File: src/rtl/srtl_pkg.sv
// ----------------------------------------------------------------------------
// srtl_pkg: shared definitions for the range table lookup unit
// Request codes, the command that moves from the front end to the table
// engine, and the width of the reported entry index.
// ----------------------------------------------------------------------------
package srtl_pkg;

  localparam int unsigned ADDR_W = 64;
  localparam int unsigned FI_W   = 10;

  typedef enum logic [1:0] {
    ACT_TEXT   = 2'd0,
    ACT_ADD    = 2'd1,
    ACT_LOOKUP = 2'd2,
    ACT_NONE   = 2'd3
  } action_t;

  typedef enum logic {
    CMD_STORE  = 1'b0,
    CMD_LOOKUP = 1'b1
  } cmd_op_t;

  typedef struct packed {
    cmd_op_t           op;
    logic [ADDR_W-1:0] first;
    logic [ADDR_W-1:0] limit;
  } cmd_t;

endpackage

File: src/rtl/srtl_front.sv
// ----------------------------------------------------------------------------
// srtl_front: request intake and symbol text parser
// Accepts requests, parses symbol text records and turns complete records,
// direct adds and lookups into commands for the table engine.
// ----------------------------------------------------------------------------
module srtl_front (
  input  logic                           clk,
  input  logic                           rst,
  input  logic                           in_valid,
  output logic                           in_ready,
  input  logic [1:0]                     action,
  input  logic [7:0]                     text_byte,
  input  logic                           text_last,
  input  logic [srtl_pkg::ADDR_W-1:0]    range_start,
  input  logic [srtl_pkg::ADDR_W-1:0]    range_end,
  input  logic [srtl_pkg::ADDR_W-1:0]    address,
  input  logic                           q_full,
  output logic                           q_push,
  output srtl_pkg::cmd_t                 q_cmd
);
  import srtl_pkg::*;

  typedef enum logic [1:0] {
    PH_BLANK = 2'd0,
    PH_START = 2'd1,
    PH_END   = 2'd2,
    PH_NAME  = 2'd3
  } phase_t;

  phase_t            phase, phase_next, phase_eff;
  logic [ADDR_W-1:0] start_accum, start_accum_next;
  logic [ADDR_W-1:0] end_accum, end_accum_next;
  logic              in_fire;
  logic              is_blank;
  logic [4:0]        hex;

  function automatic logic [4:0] hex_decode(input logic [7:0] c);
    logic [4:0] r;
    r = 5'd0;
    if (c >= "0" && c <= "9") begin
      r = {1'b1, 4'(c - "0")};
    end else if (c >= "a" && c <= "f") begin
      r = {1'b1, 4'(c - "a" + 8'd10)};
    end else if (c >= "A" && c <= "F") begin
      r = {1'b1, 4'(c - "A" + 8'd10)};
    end
    return r;
  endfunction

  assign in_ready = !q_full;
  assign in_fire  = in_valid && in_ready;
  assign is_blank = (text_byte == 8'h20) || (text_byte == 8'h09) || (text_byte == 8'h0a);
  assign hex      = hex_decode(text_byte);
  assign phase_eff = (phase == PH_BLANK) ? PH_START : phase;

  always_comb begin
    phase_next       = phase;
    start_accum_next = start_accum;
    end_accum_next   = end_accum;
    q_push           = 1'b0;
    q_cmd.op         = CMD_STORE;
    q_cmd.first      = start_accum;
    q_cmd.limit      = end_accum;
    if (in_fire) begin
      unique case (action_t'(action))
        ACT_TEXT: begin
          if (!(phase == PH_BLANK && is_blank)) begin
            unique case (phase_eff)
              PH_START: begin
                if (text_byte == ",") begin
                  phase_next = PH_END;
                end else if (hex[4]) begin
                  phase_next       = PH_START;
                  start_accum_next = {start_accum[ADDR_W-5:0], hex[3:0]};
                end else begin
                  phase_next = PH_START;
                end
              end
              PH_END: begin
                if (text_byte == ",") begin
                  phase_next = PH_NAME;
                end else if (hex[4]) begin
                  end_accum_next = {end_accum[ADDR_W-5:0], hex[3:0]};
                end
              end
              default: begin
                if (text_byte == 8'h00) begin
                  q_push           = (start_accum != '0) && (end_accum > start_accum);
                  phase_next       = PH_BLANK;
                  start_accum_next = '0;
                  end_accum_next   = '0;
                end
              end
            endcase
          end
          if (text_last) begin
            phase_next       = PH_BLANK;
            start_accum_next = '0;
            end_accum_next   = '0;
          end
        end
        ACT_ADD: begin
          q_push      = 1'b1;
          q_cmd.first = range_start;
          q_cmd.limit = range_end;
        end
        ACT_LOOKUP: begin
          q_push      = 1'b1;
          q_cmd.op    = CMD_LOOKUP;
          q_cmd.first = address;
          q_cmd.limit = '0;
        end
        default: begin
        end
      endcase
    end
  end

  always_ff @(posedge clk) begin
    if (rst) begin
      phase       <= PH_BLANK;
      start_accum <= '0;
      end_accum   <= '0;
    end else begin
      phase       <= phase_next;
      start_accum <= start_accum_next;
      end_accum   <= end_accum_next;
    end
  end

endmodule

File: config.mk
export PLATFORM = sky130hd
export DESIGN_NAME = srtl_front
export DESIGN_NICKNAME = d
export VERILOG_FILES = /design/src/rtl/srtl_pkg.sv /design/src/rtl/srtl_front.sv
export SDC_FILE = /design/constraint.sdc
export NUM_CORES = 1
export LEC_CHECK = 0
export BUFFER_PORTS_ARGS = -buffer_cell sky130_fd_sc_hd__buf_2
export CAP_MARGIN = 20
export CORE_MARGIN = 10
export CORE_UTILIZATION = 50
export DETAILED_ROUTE_END_ITERATION = 10
export PLACE_DENSITY = 0.9
export RECOVER_POWER = 50
export SLEW_MARGIN = 15
export SYNTH_ARGS = -nofsm -noshare
export SYNTH_HDL_FRONTEND = slang
export SYNTH_SLANG_ARGS = --single-unit
File: constraint.sdc
create_clock -name clk -period 3.2 [get_ports clk]
set_clock_uncertainty 0.15 [all_clocks]
set_input_delay 0.64 -clock clk [delete_from_list [all_inputs] [get_ports clk]]
set_output_delay 0.64 -clock clk [all_outputs]
set_load 0.005 [all_outputs]
======== Word-level counts from Yosys, hierarchy flattened ========
Cells that the tools add are included.
W data, S select, Z words.
cells by class
  multiplexer cells ....................... 29
  reduce and logical (&&, ||, !) cells .... 21
  div/mod/pow operators ................... 0
  eq/ne operators ......................... 16
  $mul .................................... 0
  bitwise gates (word level) .............. 0
  magnitude comparators ................... 7
  add/subtract/negate cells ............... 5
  shifts and indexed selects .............. 0
operators with widths
  operator               count
  $mux W64               9
  $pmux W128 S2          1
  $pmux W64 S2           2
  $mux W129              1
  $gt A64 B64 Y1         1
  $reduce_bool A64 Y1    1
  $eq A8 B4 Y1 const B   2
  $eq A8 B6 Y1 const B   2
  $ge A8 B7 Y1 const B   2
  $le A8 B7 Y1 const B   2
  $mux W5                3
  $ne A3 B3 Y1 const B   5
  $reduce_and A7 Y1      2
  $mux W2                6
  $sub A4 B1 Y4 const B  3
  $add A4 B4 Y4 const B  2
  $ge A8 B6 Y1 const B   1
  $le A8 B6 Y1 const B   1
  $logic_not A8 Y1       1
  $logic_and A1 B1 Y1    6
  $ne A2 B2 Y1 const B   3
  $reduce_bool A3 Y1     2
  $mux W1                5
  $reduce_and A5 Y1      1
  other kinds (9)        14
word-level totals
  input port bits ......................... 207
  word-level logic and storage cells ...... 81
  memories kept ........................... 0
  flip-flop bits (word level) ............. 130
  bits in latches ......................... 0
  output and inout bits ................... 131
  RAM bits ................................ 0
  ROM bits ................................ 0

======== Depth between registers and ports, before layout ========
  depth in word-level cells ............... 10
  gate-level depth with buffers ........... 12
  mapped depth without buffers ............ 9

======== Worst setup path after synthesis ========
No wires, ideal clock.
  kind .................................... input to output
  start ................................... input port text_byte[2]
  end ..................................... output port q_push
  stages on the path ...................... 7
  required time ........................... 2410 ps
  buffers on the path ..................... 0
  setup slack ............................. 173 ps
  arrival ................................. 2237 ps
  cell sequence ........................... or4_1 > nor3_1 > nand2_1 > or3_1 > a21oi_1 > o211ai_1 > a41oi_1
between the ends
  longest elaborated chain between the ends .. 7
  elaborated cells on any way between the ends .. 12
  classes of those cells .................. eq/ne (3); mux (5); reduce/logical (4)
ends and longest elaborated chain
  element                                       line              RTL
  start, declared                               srtl_front.sv:12  input logic [7:0] text_byte,
  $eq A8 B6 Y1 or $eq A8 B4 Y1 (tied branches)  srtl_front.sv:52  assign is_blank = (text_byte == 8'h20) || (text_byte == 8'h09) || (text_byte == 8'h0a);
  $logic_or A1 B1 Y1 (2 in a row)               srtl_front.sv:52
  $logic_and A1 B1 Y1                           srtl_front.sv:67  if (!(phase == PH_BLANK && is_blank)) begin
  $mux W1 (*)                                   srtl_front.sv:67
  $pmux W1 S2 (*)                               srtl_front.sv:65  unique case (action_t'(action))
  $mux W1 (*)                                   srtl_front.sv:64  if (in_fire) begin
  end, declared                                 srtl_front.sv:18  output logic q_push,
Mark *: on every way between the ends. The rest lies on a longest branch, timed or not.

======== Final worst setup path ========
  start ................................... register start_accum[27]
  end ..................................... output port q_push
between the ends
  longest elaborated chain between the ends .. 7
  elaborated cells on any way between the ends .. 8
  classes of those cells .................. order compare (1); mux (5); reduce/logical (2)
ends and longest elaborated chain
  element                                                line               RTL
  start, declared                                        srtl_front.sv:31   logic [ADDR_W-1:0] start_accum, start_accum_next;
  start signal, assigned                                 srtl_front.sv:126  start_accum <= start_accum_next;
  $gt A64 B64 Y1 or $reduce_bool A64 Y1 (tied branches)  srtl_front.sv:88   q_push = (start_accum != '0) && (end_accum > start_accum);
  $logic_and A1 B1 Y1 (*)                                srtl_front.sv:88
  $mux W1 (*)                                            srtl_front.sv:87   if (text_byte == 8'h00) begin
  $mux W1 (*)                                            srtl_front.sv:68   unique case (phase_eff)
  $mux W1 (*)                                            srtl_front.sv:67
  $pmux W1 S2 (*)                                        srtl_front.sv:65
  $mux W1 (*)                                            srtl_front.sv:64
Marks and branches as above.

==> summary.txt <==
RSZ-0062 raised after global routing: true
Logic pwr share: 11.8%
Nets: 1790
ranking of synthesized cells by area: dfxtp_1 30%, ha_1 10%, nand3_1 7.3%, o21ai_0 7.3%, a221oi_1 6.4%
Final Cycle Share: 112%
n_diodes: 0
largest area contributor in the netlist: dfxtp_1
CP max-delay cell: or4_4
Primary FF master, synth: dfxtp_1
WP depth: 10
# IOs: 338
reg2reg end: start_accum[50]$_SDFFE_PP0P_
Seq pwr share: 39.6%
main combinational cell family by area after synthesis: compound AO/OA/AOI/OAI gates
max incr delay on CP: 600 ps
Syn-to-layout area delta: 34.1%
largest net degree at the start of global routing: 87
first drt pass iteration count: 6
Max FO, Critical Path: 3
first-pass GRT wire length: 51.1 mm
worst reg-to-reg setup slack: 930 ps
vias in the first global route: 10291
Net Sw Frac: 24.4%
# rows: 48
hpwl dp: 23.2 mm
initial antenna violation count: 0
#FFs+latches synth: 130
DRT iter0 DRCs: 851
die area: 23300 µm²
# DRC: 0
routed wire length: 32.8 mm
syn avg cell area: 7.41 µm²
CP Class: reg -> out
CP Capture Point: q_push
simple-gate share of the synthesized area: 23.3%
CTS Root Cell: clkbuf_16
GRT Resource Usage Total: 25.9%
Pleak: 5.23 nW
H-Tree Depth: 4
Final ANT Viol Nets: 0
gr ovfl total: 0
Post-synth EDFFs: 0
PortBufs: 337
vias per cell: 5.94
maxcap violations: 0
crit path from: start_accum[27]$_SDFFE_PP0P_
worst r2r path cells: 6
status: finished with violations
DP Worst Slack: -233 ps
Synth Area in XOR/XNOR: 0%
CTS Buf Count: 17
min Tclk post-route: 3590 ps
CP startpoint kind: flop
crit-path cells: inv_2 -> ha_4 -> nand4_1 -> or4_4 -> nor4_4 -> buf_4 -> a21oi_2 -> o211ai_1 -> a41oi_2 -> buf_2
maximum vdd drop: 0.383 mV
share of post-route cells with drive strength above 1: 33.0%
Slew HR: 54.2%
clk sinks: 130
sequential area share after synthesis: 29.6%
Ys Warns: 0
FILL cells: 1403
Mapped Cells: 1187
wire per inst: 18.8 µm
Bufs and invs on worst path: 3
Final Hold Slack: 341 ps
Crit path max-delay family: simple AND/OR/NAND/NOR gates
Clock Latency Late Sink: 430 ps
Critical Path AT: 2800 ps
Final Hold Vio Count: 0
via count: 10373
height of the chip: 153 µm
HP Class: reg -> reg
Final Setup Violations: 1
reg-to-reg critical path startpoint: phase[1]$_SDFFE_PP0P_
synthesized area: 8790 µm²
Hold Startpoint: start_accum[36]$_SDFFE_PP0P_
fmax: 0.279 GHz
Worst Max-Slew Pin Slew: 679 ps
TritonCTS clock tree: done
syn nets: 1467
CTS max path bufs: 2
Req. time, crit path: 2410 ps
Clock Pin Slew Worst Setup and Hold Paths: 60 ps
routability congestion estimate: 0.885
mux contribution to synthesized area: 0.114%
power share of the clock group: 48.6%
FFs w/ async S/R, synth: 0%
Power Dens Cells: 347 nW/µm²
core area: 17300 µm²
failing checks: negative setup slack
Adder-Cell Fraction of Synth Area: 10.4%
Sw Pwr: 0.996 mW
element type at the critical path end: output pin
final number of max-transition violations: 0
initial core utilization: 50.8%
Synth top area share: 29.6%
Cell Int Power: 3.09 mW
Unique masters post-synth: 48
final worst setup slack: -387 ps
compound-gate portion of the synthesized area: 28.1%
die span in x: 153 µm
-- cell usage after synthesis (2+ instances only) --
cell and instances:
nand2_1 145, dfxtp_1 130, nand3_1 129, o21ai_0 129, a21oi_1 96, clkbuf_1 73, ha_1 73, inv_1 72
nand2b_1 68, o31ai_1 65, a221oi_1 64, nor4_1 21, nand4_1 18, a21o_1 15, o21ai_1 11, buf_2 10
buf_4 10, nor3_1 6, buf_1 5, nor2_1 5, clkbuf_2 4, nand3b_1 4, buf_6 3, nor2b_1 3
or4_1 3, o21bai_1 2, or3_1 2
-- cells by family (layout without fill, tap and decap cells) --
group / Yosys count / after routing
AND/OR/NAND/NOR: 411 / 411
multiplexers: 1 / 1
adder cells (fa/ha/maj): 73 / 73
AO/OA/AOI/OAI: 395 / 395
buffers and inverters: 177 / 512
flip-flops: 130 / 130
-- cell type report --
type                            instances  area, µm²  share of cell area [%]
Inverter                               72        275                    2.33
Clock inverter                         10        134                    1.14
Sequential cell                       130       2630                    22.3
Multi-Input combinational cell        880       5720                    48.5
Tap cell                              225        282                    2.39
Clock buffer                           21        460                    3.90
Timing Repair Buffer                  409       2290                    19.4
-- placed cells by master, fill, tap and decap left out, types with 2 or more instances in the layout --
| master | n |
|---|---|
| buf_12 | 6 |
| or4_1 | 2 |
| clkinvlp_4 | 2 |
| clkbuf_16 | 17 |
| buf_4 | 60 |
| dfxtp_2 | 22 |
| nand3_1 | 129 |
| o31ai_1 | 65 |
| ha_4 | 16 |
| bufinv_16 | 3 |
| inv_2 | 16 |
| nand2_1 | 143 |
| o21bai_1 | 2 |
| clkbuf_8 | 2 |
| nand3b_1 | 4 |
| nor3_1 | 5 |
| clkinv_2 | 4 |
| nor2_1 | 5 |
| or3_1 | 2 |
| inv_4 | 2 |
| nor4_1 | 17 |
| dfxtp_1 | 108 |
| nand4_1 | 18 |
| clkbuf_4 | 4 |
| o21ai_0 | 138 |
| a21o_1 | 15 |
| nor4_2 | 3 |
| o21ai_1 | 2 |
| nand2b_1 | 68 |
| nor2b_1 | 3 |
| inv_1 | 54 |
| buf_2 | 333 |
| clkbuf_1 | 8 |
| ha_1 | 56 |
| a21oi_1 | 95 |
| a221oi_1 | 64 |
-- power groups by stage --
stage	combinational (mW)	sequential [mW]	clock (mW)
after floorplan	0.222	1.65	0
after global placement	0.469	1.66	0
after detailed placement	0.480	1.66	0
after CTS	0.484	1.62	1.99
after global routing	0.528	1.62	2.07
final	0.483	1.62	1.99
-- routing by layer --
layer / global-route usage, % / part of all wire (%)
met1: 29.1 / 40
met2: 45.0 / 50
met3: 6.80 / 7.0
met4: 11.3 / 3.4
met5: 0 / 0
-- repair_timing --
item,4_1_cts,5_1_grt
cloned,0,0
endpoints found under the setup margin,1,1
endpoints found under the hold margin,0,0
gates resized for setup,44,23
pin swaps,13,11
buffers inserted,10,4
hold buffers,0,0
-- state kept, by name, indices dropped and copies added, names as in the netlist --
signal / cells
end_accum: 64
start_accum: 64
phase: 2
-- through the flow --
| stage | std cells | instance area [µm²] | TNS [ps] | util, % | total power [mW] |
|---|---|---|---|---|---|
| final | 1747 | 11800 | -387 | 68.2 | 4.09 |
| after floorplan | 1187 | 8790 | 0 | - | 1.88 |
| after global placement | 1702 | 10900 | -221 | 63.0 | 2.12 |
| after CTS | 1743 | 11700 | -327 | 67.8 | 4.09 |
| after global routing | 1747 | 11800 | -531 | 68.2 | 4.21 |
| after detailed placement | 1702 | 10900 | -233 | 63.0 | 2.14 |
-- worst reg2reg max path: stages, from the launching register on --
cell and delay [ps]:
dfxtp_1 540, nor4_1 120, a21o_1 240, a21oi_1 180
clkbuf_4 600, nand3_1 180, o31ai_1 140
-- worst min-delay path by stage --
stage	depth (start not counted)	to	slack, ps
after floorplan	2	start_accum[42]$_SDFFE_PP0P_	310
after global placement	2	start_accum[43]$_SDFFE_PP0P_	320
after detailed placement	2	start_accum[63]$_SDFFE_PP0P_	330
after CTS	2	start_accum[40]$_SDFFE_PP0P_	340
after global routing	2	start_accum[40]$_SDFFE_PP0P_	360
final	2	start_accum[40]$_SDFFE_PP0P_	340
(Power assumes the default switching activity.)
