## config.mk

```make
export PLATFORM = sky130hd
export DESIGN_NAME = srtl_queue
export DESIGN_NICKNAME = d
export VERILOG_FILES = /design/src/rtl/srtl_pkg.sv /design/src/rtl/srtl_queue.sv
export SDC_FILE = /design/constraint.sdc
export NUM_CORES = 1
export LEC_CHECK = 0
export BUFFER_PORTS_ARGS = -buffer_cell sky130_fd_sc_hd__buf_2
export CAP_MARGIN = 20
export CORE_MARGIN = 2
export CORE_UTILIZATION = 52
export CTS_CLUSTER_DIAMETER = 200
export DETAILED_ROUTE_END_ITERATION = 7
export PLACE_DENSITY = 0.89
export SLEW_MARGIN = 20
export SYNTH_ARGS = -nofsm -noshare
export SYNTH_HDL_FRONTEND = slang
export SYNTH_SLANG_ARGS = --single-unit
```

## constraint.sdc

```tcl
create_clock -name clk -period 10.2 [get_ports clk]
set_input_delay 1.53 -clock clk [delete_from_list [all_inputs] [get_ports clk]]
set_output_delay 1.53 -clock clk [all_outputs]
set_load 0.02 [all_outputs]
```

## src/rtl/srtl_pkg.sv

```systemverilog
// ----------------------------------------------------------------------------
// srtl_pkg: shared definitions for the range table lookup unit
// Request codes, the command that moves from the front end to the table
// engine, and the width of the reported entry index.
// ----------------------------------------------------------------------------
package srtl_pkg;

  localparam int unsigned ADDR_W = 64;
  localparam int unsigned FI_W   = 10;

  typedef enum logic [1:0] {
    ACT_TEXT   = 2'd0,
    ACT_ADD    = 2'd1,
    ACT_LOOKUP = 2'd2,
    ACT_NONE   = 2'd3
  } action_t;

  typedef enum logic {
    CMD_STORE  = 1'b0,
    CMD_LOOKUP = 1'b1
  } cmd_op_t;

  typedef struct packed {
    cmd_op_t           op;
    logic [ADDR_W-1:0] first;
    logic [ADDR_W-1:0] limit;
  } cmd_t;

endpackage

```

## src/rtl/srtl_queue.sv

```systemverilog
// ----------------------------------------------------------------------------
// srtl_queue: two-entry command queue
// Decouples the front end from the table engine so that each side can stall
// on its own.
// ----------------------------------------------------------------------------
module srtl_queue (
  input  logic           clk,
  input  logic           rst,
  input  logic           push,
  input  srtl_pkg::cmd_t push_cmd,
  output logic           full,
  input  logic           pop,
  output logic           avail,
  output srtl_pkg::cmd_t head
);
  import srtl_pkg::*;

  cmd_t       slots [2];
  logic       wr_ptr;
  logic       rd_ptr;
  logic [1:0] fill;

  assign full  = (fill == 2'd2);
  assign avail = (fill != 2'd0);
  assign head  = slots[rd_ptr];

  always_ff @(posedge clk) begin
    if (push) begin
      slots[wr_ptr] <= push_cmd;
    end
  end

  always_ff @(posedge clk) begin
    if (rst) begin
      wr_ptr <= 1'b0;
      rd_ptr <= 1'b0;
      fill   <= 2'd0;
    end else begin
      if (push) begin
        wr_ptr <= !wr_ptr;
      end
      if (pop) begin
        rd_ptr <= !rd_ptr;
      end
      unique case ({push, pop})
        2'b10:   fill <= fill + 2'd1;
        2'b01:   fill <= fill - 2'd1;
        default: fill <= fill;
      endcase
    end
  end

endmodule

```

# Word level (Yosys, flattened, before mapping)
# Memories as Yosys holds them, arrays and structs flattened. A register that Yosys moved wholly into a read port is not among the register bits.
# Cells that the tools add are included.
[op_classes]
muxes = 5
n_eq_ne = 3
addsub = 2
n_reduce_logical = 4
[ops]
columns = ["op", "count"]
rows = [
  ["2-bit equality test, second input constant", 2],
  ["1-bit 2-to-1 mux", 4],
  ["2-bit one-hot mux with 2 select lines", 1],
  ["2-bit nonzero test", 2],
  ["2-bit by 1-bit adder with 2-bit output, second input constant", 1],
  ["2-bit by 1-bit equality test with 1-bit output, second input constant", 1],
  ["1-bit logical NOT", 2],
  ["2-bit by 1-bit subtractor with 2-bit output, second input constant", 1],
]
[word_totals]
ramBits = 258
word_cells = 18
memories = 1
out_inout_bits = 131
inputBits = 133
reg_bits = 4
[mem_list]
columns = ["name", "depth", "width", "read_ports", "rd_ports_with_merged_regs", "write_ports", "line", "text"]
rows = [
  ["slots", 2, 129, 1, 1, 1, "srtl_queue.sv:18", "cmd_t slots [2];"],
]

# Logic depth before layout (Yosys ltp)
# Gate-level depths: netlist (run 1).
[logic_depth]
ltp_word = 3
depth_mapped = 5
depth_no_buf = 5

# Worst setup path after synthesis (run 1)
# Ideal clock, no wire load.
[synth_timing]
path_kind = "input -> register"
start = "in push"
end = "mem slots[0][0] (netlist name) (enable)"
slack_ns = 2.586
setup_time_ns = 0.622
n_path_buf = 0
t_arrival_ns = 6.991
required_time_ns = 9.578
stages = 2
cell_sequence = "inv_1 -> nor2_1"
[synth_via]
elab_chain_len = 2
[synth_lines]
columns = ["item", "line", "text"]
rows = [
  ["start: declaration", "srtl_queue.sv:9", "input logic push,"],
  ["1-bit 2-to-1 mux", "srtl_queue.sv:28", "if (push) begin"],
  ["1-bit 2-to-1 mux (not written as such)", "srtl_queue.sv:29", "slots[wr_ptr] <= push_cmd;"],
  ["end: declaration", "srtl_queue.sv:18", ""],
]
# Every way passes these cells.

==> results.cfg, run 1 <==
[sta]
rsz0062_at_grt = false
setup_viol = 0
relSlewSlack_pct = 42.3
skew_ps = 5.74
slew_viol_final = 0
post-route-min-period_ps = 4370
max_freq_mhz = 229
hold_viol_final = 0
worst_pin_slew_ps = 865
finalSetupTns_ps = 0
period_share_pct = 42.9

[routing]
drc = 0
finalWirelength_um = 17500
via_per_inst = 5.05
num_vias = 4820
postRouteAntennaNets = 0
wl_per_cell_um = 18.3
drtIter0Drc = 228
first_pass_iters = 4

[min_path]
min-delay-start = fill[1]
min-delay-path-class = flop to flop
whs_endpoint = fill[1]
hold_path_depth = 2

[logic_synthesis]
synth_most_common_cell = edfxtp_1
synth_top_area_share_pct = 81.5
synth_area_leaders = edfxtp_1 81%, mux2_2 15%, dfxtp_1 1.1%, buf_4 0.95%, xnor2_1 0.28%
synth_edf_count = 258
ys_top_cells_by_count = 258 x edfxtp_1, 129 x mux2_2, 12 x buf_4
synth_nets = 557
syn_area_um2 = 9510
synthArstFlopShare_pct = 0
avgSynthCellArea_um2 = 22.5
yosysWarningCount = 0
yosys_register_bits = 263
ys.flop_type = edfxtp_1
synth.largest_area_cell = edfxtp_1
seq_area_frac_synth_pct = 82.5
synthCells = 423
yosysUniqueCellTypes = 16

[floorplanning]
fp.dieArea_um2 = 19400
core_um2 = 18000
initial_core_util_pct = 52.9
io_pins = 264
die_y_um = 139
die_width_um = 139
rows = 49

[global_routing]
antenna_found_initial = 1
grt_overflow_total = 0
grt_max_degree = 84
grt_pass1_vias = 5225
grt_usage_pct = 17.4
grt_first_pass_wirelength_um = 26800

[finish]
fillers = 1164
area_growth_pct = 25.6
drive_gt1_share_pct = 60.9
final_nets = 839

[critical_path]
cp-end-kind = primary output
worst-endpoint-required_ps = 8670
critPathKind = flop to primary output
critPathMaxFanout = 69
ff2ff_path_depth = 3
reg2reg_from = wr_ptr
worstPathArrival_ps = 2840
reg2reg_setup_slack_ps = 8000
r2r_end = slots[1][119]
start_kind = flop

[clock_network]
clock_sinks = 263
htree_levels = 1
cts_tree = done
cts_buffer_depth = 3
path_clk_slew_ps = 60
clockRootBuffer = clkbuf_16
ctsResizeCount = 0
clk_latency_ps = 500
postCtsSetupBuffers = 0
cts_buffers = 26
ctsHoldBuffers = 0

[power_and_ir_drop]
leakagePower_nw = 4.48
ir_drop_uv = 152
p_per_area_nw_per_um2 = 209
total_power_mw = 2.50

[placement]
gp_congestion = 0.765
portBuffers = 263
post-dp-hpwl_um = 11600

[run_status]
status = finished clean

[flow_run]
drv_cap = 0
state kept, by name, summed over array words and instances, names as in the netlist, named ones only:
register	count
rd_ptr	1
wr_ptr	1
slots	258
fill	2
per-layer routing:
metal	up-vias	part of all wire, %	track usage [%]
met5	-	0	0
met4	0	2.9	6.38
met3	39	6.7	4.23
met2	201	51	30.5
met1	2337	39	21.2
li1	2243	-	-
logic make-up after synthesis:
family / share of synthesized area [%]
XOR/XNOR: 0.369
flip-flops: 82.5
multiplexers: 15.3
AO/OA/AOI/OAI: 0.105
AND/OR/NAND/NOR: 0.487
buffers and inverters: 1.09
adder cells (fa/ha/maj): 0.132
critical path, stage by stage, from the launching register on:
cell	delay, ps
dfxtp_4	870
buf_4	790
mux2_2	430
buf_2	170
through the flow:
| step | setup WS, ps | utilization, % | instances | instance area, um2 | hold WS [ps] |
|---|---|---|---|---|---|
| floorplan | 2590 | - | 423 | 9510 | 456 |
| global placement | 6400 | 61.5 | 905 | 11100 | 472 |
| detailed placement | 6350 | 61.5 | 905 | 11100 | 493 |
| CTS | 5800 | 66.3 | 952 | 11900 | 500 |
| global route | 5670 | 66.5 | 954 | 11900 | 513 |
| finish | 5830 | 66.5 | 954 | 11900 | 500 |
power by group:
group | total (mW) | internal, mW | switching, mW
Combinational | 0.289 | 0.118 | 0.171
Sequential | 1.29 | 1.26 | 0.0249
Clock | 0.925 | 0.557 | 0.368
worst max-delay path by stage:
stage	depth (start not counted)	startpoint	end
floorplan	2	push	slots[0][0]
global placement	3	flop	head[64]
detailed placement	3	flop	head[36]
CTS	3	flop	head[89]
global route	3	flop	head[71]
finish	3	flop	head[89]
layout by cell type (no fill, tap or decap):
cell / synthesis / layout
buf_2: 2 / 263
edfxtp_1: 258 / 258
mux2_2: 129 / 129
clkbuf_16: 0 / 27
clkinv_2: 0 / 6
clkinv_1: 0 / 5
nor2_1: 5 / 4
dfxtp_1: 5 / 4
xnor2_1: 3 / 3
bufinv_16: 0 / 3
clkbuf_1: 0 / 3
buf_4: 12 / 3
clkinvlp_4: 0 / 2
diode_2: 0 / 1
or2_2: 1 / 1
and2_4: 0 / 1
inv_1: 1 / 1
and2b_2: 1 / 1
nor2_4: 0 / 1
xor2_1: 1 / 1
o21ai_0: 1 / 1
or3_1: 1 / 1
a21oi_1: 1 / 1
ha_1: 1 / 1
dfxtp_4: 0 / 1
clkinv_4: 0 / 1
buf_6: 0 / 1
buf_16: 0 / 1
final cells by class:
class                           instances  area, um2  area share [%]
Tap cell                              229        287            2.40
Sequential cell                       263       7850            65.8
Clock buffer                           30        687            5.75
Timing Repair Buffer                  268       1380            11.5
Multi-Input combinational cell        145       1570            13.1
Antenna cell                            1       2.50          0.0210
Inverter                                1       3.75          0.0314
Clock inverter                         17        163            1.36
(Power assumes the default switching activity.)
==> run 2: changes to the inputs <==
ABC_AREA = 1   (was default)
CORE_UTILIZATION = 47   (was 52)
PLACE_DENSITY = 0.86   (was 0.89)
clock period = 3.6 ns   (was 10.2 ns; I/O delays follow)
==> run 2 against run 1 <==
Register-to-register slack got worse by 6000 ps. Critical path depth unchanged. Via count is 2.4% higher. First-iteration DRC count fell by 21%. Clock power increased to 2.7 times the previous value. Combinational power rose to 2.7 times the previous value.
==> results.cfg, run 2 <==
[run_status]
status = finished clean

[global_routing]
grt_max_degree = 80
grt_overflow_total = 0
grt_pass1_vias = 5201
antenna_found_initial = 3
grt_usage_pct = 15.8
grt_first_pass_wirelength_um = 26700

[min_path]
min-delay-path-class = primary input to flop

[placement]
placed_cells = 960
pre_cts_slack_ps = 1370
post-dp-hpwl_um = 11800
gp_congestion = 0.747
portBuffers = 263

[critical_path]
start_kind = flop
cp-end-kind = primary output
worstPathArrival_ps = 2210
worst-endpoint-required_ps = 3060
critPathKind = flop to primary output
critPathMaxFanout = 36

[clock_network]
clockRootBuffer = clkbuf_16
ctsResizeCount = 0
cts_buffers = 26
path_clk_slew_ps = 60
cts_tree = done
cts_buffer_depth = 3
ctsHoldBuffers = 0
postCtsSetupBuffers = 0
htree_levels = 1
clock_sinks = 263
clk_latency_ps = 510

[logic_synthesis]
ys.flop_type = edfxtp_1
synth_area_leaders = edfxtp_1 81%, mux2_2 15%, buf_6 1.5%, dfxtp_1 1.0%, nor2_1 0.35%
synth_top_area_share_pct = 80.9
yosys_register_bits = 263
synthCells = 434
yosysUniqueCellTypes = 14
yosysWarningCount = 0
seq_area_frac_synth_pct = 81.9
synth_most_common_cell = edfxtp_1
ys_top_cells_by_count = 258 x edfxtp_1, 129 x mux2_2, 13 x buf_6
synth.largest_area_cell = edfxtp_1
syn_area_um2 = 9580
synth_edf_count = 258
avgSynthCellArea_um2 = 22.1
synth_nets = 568
synthArstFlopShare_pct = 0

[power_and_ir_drop]
total_power_mw = 6.91
p_comb_share_pct = 11.3
clock_power_share_pct = 36.6
switchingPower_mw = 1.53
ir_drop_uv = 437
seqPwrFrac_pct = 52.1
p_per_area_nw_per_um2 = 576
leakagePower_nw = 4.50
switching_share_pct = 22.1
intPower_mw = 5.38

[sta]
finalSetupTns_ps = 0
relSlewSlack_pct = 52.9
max_freq_mhz = 364
setup_viol = 0
period_share_pct = 76.4
rsz0062_at_grt = false
finalWorstSetupSlack_ps = 849
post-route-min-period_ps = 2750
skew_ps = 9.45
worst_pin_slew_ps = 706
slew_viol_final = 0
hold_viol_final = 0

[finish]
regMostFlops = slots
layout_commonest_cell = buf_2
fin_cells = 1010
largest_reg_flops = 258
multiInputGateArea_um2 = 1560
fillers = 1450
reg_top3 = slots x258, fill x2
final_cell_mix = 263 x buf_2, 258 x edfxtp_1, 129 x mux2_2, 27 x clkbuf_16, 10 x clkbuf_1
final_nets = 852
area_growth_pct = 25.3
drive_gt1_share_pct = 58.9
seq_area_um2 = 7850

[flow_run]
drv_cap = 0

[routing]
num_vias = 4934
first_pass_iters = 4
drc = 0
drtIter0Drc = 180
wl_per_cell_um = 17.4
via_per_inst = 4.89
finalWirelength_um = 17600
postRouteAntennaNets = 0

[floorplanning]
io_pins = 264
rows = 52
die_width_um = 147
die_y_um = 147
core_um2 = 20100
fp.dieArea_um2 = 21500
initial_core_util_pct = 47.6
run 2: power groups by stage:
stage / logic (mW) / clock network, mW / registers (mW)
finish: 0.781 / 2.53 / 3.60
global route: 0.835 / 2.71 / 3.61
CTS: 0.791 / 2.60 / 3.60
detailed placement: 0.786 / 0 / 3.66
global placement: 0.769 / 0 / 3.66
floorplan: 0.528 / 0 / 3.65
run 2: metrics by stage:
step | hold slack [ps] | area, um2 | utilization (%)
floorplan | 476 | 9580 | -
global placement | 493 | 11200 | 55.6
detailed placement | 508 | 11200 | 55.6
CTS | 190 | 12000 | 59.7
global route | 184 | 12000 | 59.7
finish | 218 | 12000 | 59.7
run 2: path summary, 6_finish.rpt:
path              cells after the start  slack (ps)          start            end
setup reg to reg                      3        2040         wr_ptr   slots[1][67]
hold reg to reg                       2         520        fill[1]        fill[1]
setup / recovery                      3         850           flop       head[85]
hold / removal                        1         220  push_cmd[123]  slots[0][123]
run 2: worst max-delay path, cell delays in order, from the launching register on:
cell     delay (ps)
dfxtp_4         620
buf_4           490
mux2_2          400
buf_2           160
run 2: logic make-up (layout without fill, tap and decap cells):
group	Yosys count	in the layout	share of synthesized area, %
and+or+nand+nor	17	17	0.705
buffers and inverters	21	324	1.86
DFF	263	263	81.9
adders and majority gates	1	1	0.131
xor gates and xnor gates	1	1	0.0915
AOI/OAI and AO/OA	2	2	0.104
other	0	3	0
muxes	129	129	15.2
run 2: metal layers:
metal,vias to the layer above,GRT usage (%),wire length [um]
met5,-,0,0
met4,0,5.29,553
met3,44,4.63,1290
met2,200,27.6,9050
met1,2404,18.7,6660
li1,2286,-,-
run 2: cell type report:
cell class              count  area share [%]
clock inverters            10           0.803
well taps                 270            2.82
diodes                      3          0.0626
inverters                   7           0.240
multi-input cells         150            13.0
clock buffers              37            5.94
flip-flops and latches    263            65.4
repair buffers            270            11.7
==> run 3: changes to the inputs <==
CORE_UTILIZATION = 52   (was 47)
PLACE_DENSITY = 0.89   (was 0.86)
clock period = 2.7 ns   (was 3.6 ns; I/O delays follow)
==> run 3 against run 2 <==
Clock-buffer cell count is 2 higher. Cell count down 4.2%. Core utilization up 6.9 points. Die area fell by 9.4%. Sequential power grew 33%. Largest cell class unchanged. Highest routed layer unchanged.
==> results.cfg, run 3 (synthesized netlist as in run 2, its figures left out) <==
[power_and_ir_drop]
total_power_mw = 9.22
switchingPower_mw = 2.07
leakagePower_nw = 4.51
clock_power_share_pct = 36.4
switching_share_pct = 22.4
p_per_area_nw_per_um2 = 768
p_comb_share_pct = 11.7
ir_drop_uv = 662
seqPwrFrac_pct = 51.9
intPower_mw = 7.15

[finish]
fillers = 1202
layout_commonest_cell = buf_2
area_growth_pct = 25.3
reg_top3 = slots x258, fill x2
final_nets = 851
regMostFlops = slots
largest_reg_flops = 258
final_cell_mix = 263 x buf_2, 258 x edfxtp_1, 129 x mux2_2, 27 x clkbuf_16, 10 x clkbuf_1
drive_gt1_share_pct = 59.3

[clock_network]
ctsHoldBuffers = 0
ctsResizeCount = 0
cts_tree = done
clk_latency_ps = 510
cts_buffers = 26
postCtsSetupBuffers = 0
cts_buffer_depth = 3
path_clk_slew_ps = 60
htree_levels = 1
clockRootBuffer = clkbuf_16
clock_sinks = 263

[flow_run]
drv_cap = 0

[sta]
finalWorstSetupSlack_ps = 458
skew_ps = 11.1
hold_viol_final = 0
setup_viol = 0
period_share_pct = 83.1
rsz0062_at_grt = false
slew_viol_final = 0
worst_pin_slew_ps = 413
relSlewSlack_pct = 72.5
max_freq_mhz = 446
post-route-min-period_ps = 2240

[global_routing]
grt_overflow_total = 0
grt_usage_pct = 17.7
grt_pass1_vias = 5382
grt_first_pass_wirelength_um = 27200
antenna_found_initial = 2
grt_max_degree = 73

[routing]
drc = 0
drtIter0Drc = 197
num_vias = 4959
postRouteAntennaNets = 0
via_per_inst = 5.12
finalWirelength_um = 18000
wl_per_cell_um = 18.6
first_pass_iters = 4

[critical_path]
cp-end-kind = primary output
worst-endpoint-required_ps = 2300
worstPathArrival_ps = 1840
critPathKind = flop to primary output
start_kind = flop
critPathMaxFanout = 70
reg2reg_from = wr_ptr

[floorplanning]
die_width_um = 140
die_y_um = 140
rows = 49
io_pins = 264
core_um2 = 18000
initial_core_util_pct = 53.1
fp.dieArea_um2 = 19500

[placement]
gp_congestion = 0.757
portBuffers = 263
post-dp-hpwl_um = 11700
pre_cts_slack_ps = 1010

[run_status]
status = finished clean

[min_path]
min-delay-start = push_cmd[81]
min-delay-path-class = primary input to flop
-- run 3: area by class of cell --
class / instances / area (um2) / share of cell area, %
flip-flops and latches: 263 / 7850 / 65.4
multi-input cells: 150 / 1580 / 13.1
repair buffers: 269 / 1440 / 12.0
clock buffers: 39 / 741 / 6.17
well taps: 229 / 287 / 2.39
clock inverters: 9 / 65.1 / 0.542
inverters: 7 / 42.5 / 0.354
diodes: 2 / 5.00 / 0.0417
-- run 3: path summary, 6_finish.rpt --
check | to | slack (ps) | depth (start not counted)
setup / recovery | head[36] | 460 | 3
hold / removal | slots[1][81] | 70 | 1
setup reg to reg | slots[1][61] | 1280 | 3
hold reg to reg | fill[1] | 520 | 2
-- run 3: metal layers --
metal  wire (um)  up-vias  track usage (%)  part of all wire (%)
li1            -     2289                -                     -
met1        6540     2399             20.2                    36
met2        9240      227             31.3                    51
met3        1590       44             5.40                   8.8
met4         588        0             7.11                   3.3
met5           0        -                0                     0
-- run 3: per-stage QoR --
stage | util, % | setup TNS [ps] | area (um2) | hold WS (ps) | instances
final | 66.6 | 0 | 12000 | 72.6 | 968
after CTS | 66.6 | 0 | 12000 | 52.4 | 966
after floorplan | - | -11690 | 9620 | 476 | 434
after global placement | 62.1 | 0 | 11200 | 493 | 918
after global routing | 66.6 | 0 | 12000 | 50.6 | 966
after detailed placement | 62.1 | 0 | 11200 | 513 | 918
-- run 3: power groups by stage --
| stage | logic (mW) | registers, mW | clock network, mW |
|---|---|---|---|
| after floorplan | 0.706 | 4.86 | 0 |
| after global placement | 1.06 | 4.86 | 0 |
| after detailed placement | 1.08 | 4.87 | 0 |
| after CTS | 1.09 | 4.79 | 3.44 |
| after global routing | 1.15 | 4.80 | 3.60 |
| final | 1.08 | 4.79 | 3.35 |
-- run 3: critical path, stage by stage, from the launching register on --
cell and delay, ps:
dfxtp_4 370, buf_12 330, mux2_2 420, buf_2 170
